$ cat src/design/archive_record_deframer_assert.svh
// Assertion macros shared by the deframer RTL.
`ifndef ARCHIVE_RECORD_DEFRAMER_ASSERT_SVH
`define ARCHIVE_RECORD_DEFRAMER_ASSERT_SVH

// Check an invariant at every clock edge outside reset.
`define ARD_ASSERT_ALWAYS(label, cond) \
	label: assert property (@(posedge clk) disable iff (!arst_n) (cond)) \
		else $error("deframer invariant violated");

// Check that a condition in one cycle implies another in the next cycle.
`define ARD_ASSERT_NEXT(label, ante, cons) \
	label: assert property (@(posedge clk) disable iff (!arst_n) (ante) |=> (cons)) \
		else $error("deframer sequence violated");

`endif

$ cat src/design/ard_pkg.sv
// Types and codes shared by the archive record deframer and its channels.
package ard_pkg;

	// One input transfer: a byte of the data section and the end-of-stream flag.
	typedef struct packed {
		logic [7:0] byte_value;
		logic       stream_end;
	} in_item_t;

	// One result transfer.
	typedef struct packed {
		logic [2:0]  kind;
		logic [30:0] value;
		logic        field_last;
		logic        run_last;
	} out_item_t;

	// Result kinds.
	localparam logic [2:0] KIND_NAME_HDR  = 3'd0;
	localparam logic [2:0] KIND_NAME_BYTE = 3'd1;
	localparam logic [2:0] KIND_DATA_HDR  = 3'd2;
	localparam logic [2:0] KIND_DATA_BYTE = 3'd3;
	localparam logic [2:0] KIND_END_OK    = 3'd4;
	localparam logic [2:0] KIND_END_TRUNC = 3'd5;

endpackage

$ cat src/design/ard_stream_if.sv
// Valid/ready channel carrying one payload item per transfer.
interface ard_stream_if #(
	parameter type payload_t = logic
) ();
	logic     valid;
	logic     ready;
	payload_t payload;

	modport source (output valid, output payload, input ready);
	modport sink (input valid, input payload, output ready);
endinterface

$ cat src/design/archive_record_deframer.sv
// Archive record deframer: splits a byte stream into name/data headers and payload bytes.
// The block takes one byte of an archive data section per transfer on "bytes" and emits
// results on "results": a header carrying the field length when a 4-byte little-endian
// length word completes, one result per name or data byte (field_last on the final one),
// and, on the byte flagged stream_end, an end result that is ok only when that byte closes
// a record. Bit 31 of a length word requests 0..3 padding bytes that are skipped
// unchecked; lengths wider than LENGTH_BITS saturate to all ones. A byte is taken every
// cycle as long as results drain at one per cycle; a byte that yields two results (a
// header or payload byte plus the end result) fills two queue entries. The rate is set
// by the four-entry result queue: input is ready whenever at least two entries are free,
// and results are registered in the queue before they appear. run_last marks the last
// result caused by a byte. After the end result all parsing state returns to reset.
`include "archive_record_deframer_assert.svh"

module archive_record_deframer #(
	parameter int LENGTH_BITS = 31
) (
	input logic          clk,
	input logic          arst_n,
	ard_stream_if.sink   bytes,
	ard_stream_if.source results
);
	import ard_pkg::*;

	// Parser phases.
	localparam logic [2:0] PH_NAME_LEN   = 3'd0;
	localparam logic [2:0] PH_NAME_BYTES = 3'd1;
	localparam logic [2:0] PH_NAME_PAD   = 3'd2;
	localparam logic [2:0] PH_DATA_LEN   = 3'd3;
	localparam logic [2:0] PH_DATA_BYTES = 3'd4;
	localparam logic [2:0] PH_DATA_PAD   = 3'd5;

	localparam logic [LENGTH_BITS-1:0] REM_ONE = LENGTH_BITS'(1);

	// Result queue geometry.
	localparam int Q_DEPTH = 4;
	localparam int Q_AW    = $clog2(Q_DEPTH);
	localparam logic [Q_AW:0] Q_ROOM2 = (Q_AW + 1)'(Q_DEPTH - 2);

	// Parser state.
	logic [2:0]             phase_q;
	logic [1:0]             len_cnt_q;
	logic [23:0]            len_acc_q;
	logic [LENGTH_BITS-1:0] rem_q;
	logic [1:0]             pad_q;

	logic [2:0]             phase_d;
	logic [1:0]             len_cnt_d;
	logic [23:0]            len_acc_d;
	logic [LENGTH_BITS-1:0] rem_d;
	logic [1:0]             pad_d;

	// Result queue.
	out_item_t       queue_q [Q_DEPTH];
	logic [Q_AW-1:0] wr_ptr_q;
	logic [Q_AW-1:0] rd_ptr_q;
	logic [Q_AW:0]   count_q;

	in_item_t               item;
	logic                   take;
	logic                   pop;
	logic [2:0]             ph;
	logic                   is_data;
	logic [2:0]             after_field;
	logic [30:0]            len_raw;
	logic                   len_sat;
	logic [LENGTH_BITS-1:0] len_val;
	logic [30:0]            len_ext;
	logic                   last_byte;
	logic                   has_a;
	logic                   has_e;
	out_item_t              res_a;
	out_item_t              res_e;
	out_item_t              push0;
	logic [1:0]             n_push;

	assign item = bytes.payload;

	// Accept a byte whenever the queue can absorb the two results it may cause.
	assign bytes.ready   = (count_q <= Q_ROOM2);
	assign take          = bytes.valid && bytes.ready;
	assign results.valid = (count_q != '0);
	assign results.payload = queue_q[rd_ptr_q];
	assign pop           = results.valid && results.ready;

	// Assemble the length word: the fourth byte completes it without a register stage.
	assign len_raw = {item.byte_value[6:0], len_acc_q};
	assign len_sat = ((len_raw >> LENGTH_BITS) != '0);
	assign len_val = len_sat ? '1 : len_raw[LENGTH_BITS-1:0];

	always_comb begin
		len_ext = '0;
		len_ext[LENGTH_BITS-1:0] = len_val;
	end

	// Single-pass parser step for the byte at the input.
	always_comb begin
		ph = phase_q;
		if (ph > PH_DATA_PAD) begin
			ph = PH_NAME_LEN;
		end
		is_data     = (ph == PH_DATA_LEN) || (ph == PH_DATA_BYTES) || (ph == PH_DATA_PAD);
		after_field = is_data ? PH_NAME_LEN : PH_DATA_LEN;
		last_byte   = (rem_q <= REM_ONE);

		phase_d   = ph;
		len_cnt_d = len_cnt_q;
		len_acc_d = len_acc_q;
		rem_d     = rem_q;
		pad_d     = pad_q;
		has_a     = 1'b0;
		res_a     = '0;

		case (ph)
			PH_NAME_LEN, PH_DATA_LEN: begin
				if (len_cnt_q != 2'd3) begin
					len_acc_d = len_acc_q | (24'(item.byte_value) << {len_cnt_q, 3'b000});
					len_cnt_d = len_cnt_q + 2'd1;
				end else begin
					// Length word complete: emit the header and set up the field.
					has_a       = 1'b1;
					res_a.kind  = is_data ? KIND_DATA_HDR : KIND_NAME_HDR;
					res_a.value = len_ext;
					len_cnt_d   = '0;
					len_acc_d   = '0;
					rem_d       = len_val;
					pad_d       = item.byte_value[7] ? (2'd0 - len_val[1:0]) : 2'd0;
					if (len_val != '0) begin
						phase_d = is_data ? PH_DATA_BYTES : PH_NAME_BYTES;
					end else begin
						phase_d = after_field;
					end
				end
			end
			PH_NAME_BYTES, PH_DATA_BYTES: begin
				has_a            = 1'b1;
				res_a.kind       = is_data ? KIND_DATA_BYTE : KIND_NAME_BYTE;
				res_a.value      = 31'(item.byte_value);
				res_a.field_last = last_byte;
				rem_d            = last_byte ? '0 : rem_q - REM_ONE;
				if (last_byte) begin
					if (pad_q != 2'd0) begin
						phase_d = is_data ? PH_DATA_PAD : PH_NAME_PAD;
					end else begin
						phase_d = after_field;
					end
				end
			end
			default: begin
				// Padding: skip the byte without looking at it.
				if (pad_q <= 2'd1) begin
					pad_d   = 2'd0;
					phase_d = after_field;
				end else begin
					pad_d = pad_q - 2'd1;
				end
			end
		endcase

		// End of stream: report status and drop back to reset state.
		has_e = item.stream_end;
		res_e = '0;
		res_e.kind = ((phase_d == PH_NAME_LEN) && (len_cnt_d == 2'd0)) ?
			KIND_END_OK : KIND_END_TRUNC;
		res_e.run_last = 1'b1;
		if (item.stream_end) begin
			phase_d   = PH_NAME_LEN;
			len_cnt_d = '0;
			len_acc_d = '0;
			rem_d     = '0;
			pad_d     = '0;
		end

		res_a.run_last = !has_e;
		push0  = has_a ? res_a : res_e;
		n_push = take ? ({1'b0, has_a} + {1'b0, has_e}) : 2'd0;
	end

	// Parser state registers.
	always_ff @(posedge clk or negedge arst_n) begin
		if (!arst_n) begin
			phase_q   <= PH_NAME_LEN;
			len_cnt_q <= '0;
			len_acc_q <= '0;
			rem_q     <= '0;
			pad_q     <= '0;
		end else if (take) begin
			phase_q   <= phase_d;
			len_cnt_q <= len_cnt_d;
			len_acc_q <= len_acc_d;
			rem_q     <= rem_d;
			pad_q     <= pad_d;
		end
	end

	// Queue storage: write up to two results per transfer.
	always_ff @(posedge clk) begin
		if (n_push != 2'd0) begin
			queue_q[wr_ptr_q] <= push0;
		end
		if (n_push == 2'd2) begin
			queue_q[wr_ptr_q + Q_AW'(1)] <= res_e;
		end
	end

	// Queue pointers and fill count.
	always_ff @(posedge clk or negedge arst_n) begin
		if (!arst_n) begin
			wr_ptr_q <= '0;
			rd_ptr_q <= '0;
			count_q  <= '0;
		end else begin
			wr_ptr_q <= wr_ptr_q + Q_AW'(n_push);
			if (pop) begin
				rd_ptr_q <= rd_ptr_q + Q_AW'(1);
			end
			count_q <= count_q + (Q_AW + 1)'(n_push) - (Q_AW + 1)'(pop);
		end
	end

	`ARD_ASSERT_ALWAYS(a_queue_bound, count_q <= (Q_AW + 1)'(Q_DEPTH))
	`ARD_ASSERT_ALWAYS(a_phase_legal, phase_q <= PH_DATA_PAD)
	`ARD_ASSERT_ALWAYS(a_bytes_pending,
		((phase_q != PH_NAME_BYTES) && (phase_q != PH_DATA_BYTES)) || (rem_q != '0))
	`ARD_ASSERT_NEXT(a_end_resets, take && item.stream_end,
		(phase_q == PH_NAME_LEN) && (len_cnt_q == 2'd0) && (count_q != '0))

endmodule
$ cat src/flat_wrapper.sv
// flat-port wrapper written by rule: the top's interface ports become plain ports
module archive_record_deframer_flat import ard_pkg::*;
#(
	parameter int LENGTH_BITS = 31
)
  (clk, arst_n, bytes_valid, bytes_payload, bytes_ready, results_valid, results_payload, results_ready);
  ard_stream_if bytes_i ();
  ard_stream_if results_i ();
  input logic clk;
  input logic arst_n;
  input wire logic [$bits(bytes_i.valid)-1:0] bytes_valid;
  input wire logic [$bits(bytes_i.payload)-1:0] bytes_payload;
  output wire logic [$bits(bytes_i.ready)-1:0] bytes_ready;
  output wire logic [$bits(results_i.valid)-1:0] results_valid;
  output wire logic [$bits(results_i.payload)-1:0] results_payload;
  input wire logic [$bits(results_i.ready)-1:0] results_ready;
  assign bytes_i.valid = bytes_valid;
  assign bytes_i.payload = bytes_payload;
  assign bytes_ready = bytes_i.ready;
  assign results_valid = results_i.valid;
  assign results_payload = results_i.payload;
  assign results_i.ready = results_ready;
  archive_record_deframer #(.LENGTH_BITS(LENGTH_BITS)) u_core (.clk(clk), .arst_n(arst_n), .bytes(bytes_i), .results(results_i));
endmodule
$ cat config.mk
export PLATFORM = sky130hd
export DESIGN_NAME = archive_record_deframer_flat
export DESIGN_NICKNAME = d
export VERILOG_FILES = /design/src/design/ard_pkg.sv /design/src/design/ard_stream_if.sv /design/src/design/archive_record_deframer.sv /design/src/flat_wrapper.sv
export VERILOG_INCLUDE_DIRS = /design/src /design/src/design
export SDC_FILE = /design/constraint.sdc
export NUM_CORES = 1
export LEC_CHECK = 0
export BUFFER_PORTS_ARGS = -buffer_cell sky130_fd_sc_hd__buf_2
export CELL_PAD_IN_SITES_DETAIL_PLACEMENT = 0
export CELL_PAD_IN_SITES_GLOBAL_PLACEMENT = 1
export CORE_ASPECT_RATIO = 1.4
export CORE_MARGIN = 3
export CORE_UTILIZATION = 52
export CTS_CLUSTER_DIAMETER = 150
export DETAILED_ROUTE_END_ITERATION = 8
export PLACE_DENSITY_LB_ADDON = 0.1
export SLEW_MARGIN = 20
export SYNTH_ARGS = -nofsm -noshare
export SYNTH_HDL_FRONTEND = slang
export SYNTH_SLANG_ARGS = --single-unit
$ cat constraint.sdc
create_clock -name clk -period 4.7 [get_ports clk]
set_input_delay 0.94 -clock clk [delete_from_list [all_inputs] [get_ports clk]]
set_output_delay 0.94 -clock clk [all_outputs]
set_load 0.02 [all_outputs]
==> flow_summary.yaml <==
setup_path:
  arrival_ps: 3090
  crit_chain: "or4_4 > or4_1 > o41ai_4 > a21oi_2 > nor2_4 > nor2_1"
  max_stage_delay_ps: 610
  required_ps: 4890
  crit_type: "register to register"
  start_kind: "register"
  cpMaxStageDelayCell: "o41ai_4"
  crit_fanout: 12
  end_kind: "register"
global_route:
  grt_util_met2_pct: 36.8
  grt_pass1_vias: 2278
  grt_pass1_wl_um: 10500
  grt_use_met3_pct: 3.35
  grt_max_degree: 46
  top_usage_layer: "met2"
  antenna_found_initial: 0
  grt_overflow: 0
  track_usage_pct: 21.3
  grtUsageMet1_pct: 26.1
pwr:
  total_power_w: 0.00225
  intPower_w: 0.00117
  ir_drop_mv: 0.324
  power.share.clock_pct: 14.0
  power_density_nw_per_um2: 734
  p_sw_w: 0.00108
  p_seq_share_pct: 33.8
  p_leak_nw: 1.33
  power_frac_comb_pct: 52.1
  sw_frac_of_total_pct: 48.0
route:
  postRouteAntennaNets: 0
  via_count: 2334
  drcViolationCount: 0
  vias_per_cell: 6.05
  drt_first_pass_iters: 4
  wl_per_cell_um: 15.8
  first_iter_violations: 166
  routed_wirelength_um: 6090
synth:
  synth_fp_nets: 333
  synthTopCellsByCount: "45 x dfrtp_1, 32 x nor2_1, 29 x nand2_1"
  avgSynthCellArea_um2: 9.08
  ys_dominant_reg_cell: "dfrtp_1"
  synth_area_leaders: "dfrtp_1 39%, nor2_1 4.2%, xnor2_1 3.9%"
  syn_area_um2: 2890
  synth_edf_count: 0
  synth_most_common_cell: "dfrtp_1"
  ys_seq_elements: 49
  ys_seq_area_share_pct: 41.8
  synth.top_cell.area_share_pct: 39.0
  synth_warnings: 0
  synthDistinctLibCells: 59
  synth_async_sr_flop_share_pct: 91.8
  syn_inst: 318
  yosys.area.top_type: "dfrtp_1"
place:
  dp.cells: 378
  placed_area_um2: 2950
  place_hpwl_um: 4390
  port_buffers: 7
  place_congestion: 0.832
sta:
  rsz0062_at_grt: "false"
  holdWs_ps: 467
  setup_viol: 0
  clock_skew_ps: 12.4
  max_freq_ghz: 0.344
  hold_viol_final: 0
  fin_crit_sh_pct: 61.8
  relSlewSlack_pct: 33.5
  final_max_slew_viol_count: 0
  layout_min_cycle_time_ps: 2900
  tightestPinTransition_ps: 997
  setup_tns_ps: 0
floorplanning:
  die-area_um2: 6500
  core_um2: 5280
  rows: 31
  die-width_um: 69.0
  die_y_um: 94.2
  io_pins: 8
  initial_core_util_pct: 54.7
clock_network:
  cts_made_buffers: 5
  h-tree-depth: 2
  postCtsHoldBufs: 0
  cts_tree: "built"
  clk_pin_slew_ps: 100
  cts_resized: 0
  cts_buffer_depth: 2
  numClockSinks: 49
  clock-root-buffer: "clkbuf_8"
  clock_latency_ps: 310
  cts_setup_buffers: 0
finish:
  final_cell_area_um2: 3070
  layout.nets: 334
  n_antenna_cell: 0
  area.growth.synth_to_final_pct: 6.20
  drive_above_1_share_pct: 8.75
  nFillCells: 489
  stdcell_count: 386
outcome:
  status: "completed"
run:
  maxCapViolCount: 0
worst_hold_path:
  hold_path.class: "register to register"
-- kinds of logic after synthesis --
logic type | synth area share [%]
simple gates | 22.6
flops | 41.8
fa+ha+maj | 4.59
compound gates | 19.8
mux | 1.82
xor+xnor | 5.16
buf+inv | 4.25
-- layout by cell type (no fill, tap or decap), types with 2 or more instances in the layout --
| master | n |
|---|---|
| dfrtp_1 | 45 |
| nor2_1 | 32 |
| nand2_1 | 29 |
| o21ai_0 | 20 |
| inv_1 | 15 |
| a21oi_1 | 15 |
| xnor2_1 | 13 |
| nand3_1 | 11 |
| nor3_1 | 11 |
| nor4_1 | 10 |
| ha_1 | 9 |
| a21o_1 | 8 |
| or3_1 | 8 |
| buf_2 | 7 |
| clkbuf_8 | 6 |
| o311ai_0 | 5 |
| nor2b_1 | 4 |
| xor2_1 | 4 |
| or4_1 | 4 |
| a31oi_1 | 4 |
| dfxtp_1 | 4 |
| a22oi_1 | 3 |
| a22o_1 | 3 |
| mux2i_1 | 3 |
| o31ai_1 | 3 |
| a221o_1 | 2 |
| and2_1 | 2 |
| or2_2 | 2 |
| nand2b_1 | 2 |
| o22a_1 | 2 |
| o211ai_1 | 2 |
| nand4_1 | 2 |
| nor4b_1 | 2 |
| o22ai_1 | 2 |
-- through the flow --
step / utilization, % / worst slack [ps]
3_5_place_dp: 55.9 / 1760
4_1_cts: 58.1 / 1790
2_1_floorplan: - / 1990
5_1_grt: 58.1 / 1630
6_report: 58.1 / 1800
3_3_place_gp: 55.9 / 1750
-- final cells by class --
cell class	count	area [um^2]	share of cell area, %
multi-input combinational	240	1560	50.8
sequential	49	1210	39.3
clock buffer	6	82.6	2.69
tap	66	82.6	2.69
inverter	15	56.3	1.84
timing repair buffer	8	42.5	1.39
clock inverter	2	37.5	1.22
-- power groups by stage --
stage | clock (W) | combinational (W) | sequential (W)
after CTS | 0.000326 | 0.00118 | 0.000760
final | 0.000316 | 0.00117 | 0.000761
after floorplan | 0 | 0.000991 | 0.000688
after detailed placement | 0 | 0.00118 | 0.000768
after global placement | 0 | 0.00117 | 0.000765
after global routing | 0.000342 | 0.00133 | 0.000789
-- path summary, 6_finish.rpt --
path                                           start                   end  slack, ps  depth (start not counted)
worst min-delay path            u_core.queue_q[1][0]  u_core.queue_q[1][0]        470                          1
worst max-delay path                u_core.rem_q[19]      u_core.rem_q[30]       1800                          6
worst min register to register  u_core.queue_q[1][0]  u_core.queue_q[1][0]        470                          1
min in group asynchronous                     arst_n      u_core.rem_q[16]        790                          1
worst max register to register      u_core.rem_q[19]      u_core.rem_q[30]       1800                          6
max in group asynchronous                     arst_n       u_core.pad_q[1]       3290                          1
-- sequential cells by signal, summed over array words and instances, names as in the netlist --
| signal | cells |
|---|---|
| u_core.count_q | 3 |
| u_core.queue_q | 4 |
| u_core.pad_q | 2 |
| u_core.len_cnt_q | 2 |
| u_core.rem_q | 31 |
| u_core.phase_q | 3 |
| u_core.wr_ptr_q | 2 |
| u_core.rd_ptr_q | 2 |
-- metal layers --
metal  share of wire [%]  up-vias  wire, um
met1                  44     1123      2670
li1                    -     1162         -
met3                 2.4       10       148
met5                   0        -         0
met4                 1.6        0        98
met2                  52       39      3170
-- worst max-delay path: cells and delay by family, from the launching register on --
kind	cells	cell delay, ps
AOI/OAI and AO/OA	2	830
DFF	1	400
and+or+nand+nor	4	1540
No activity file was read; power rests on OpenSTA's default activity.
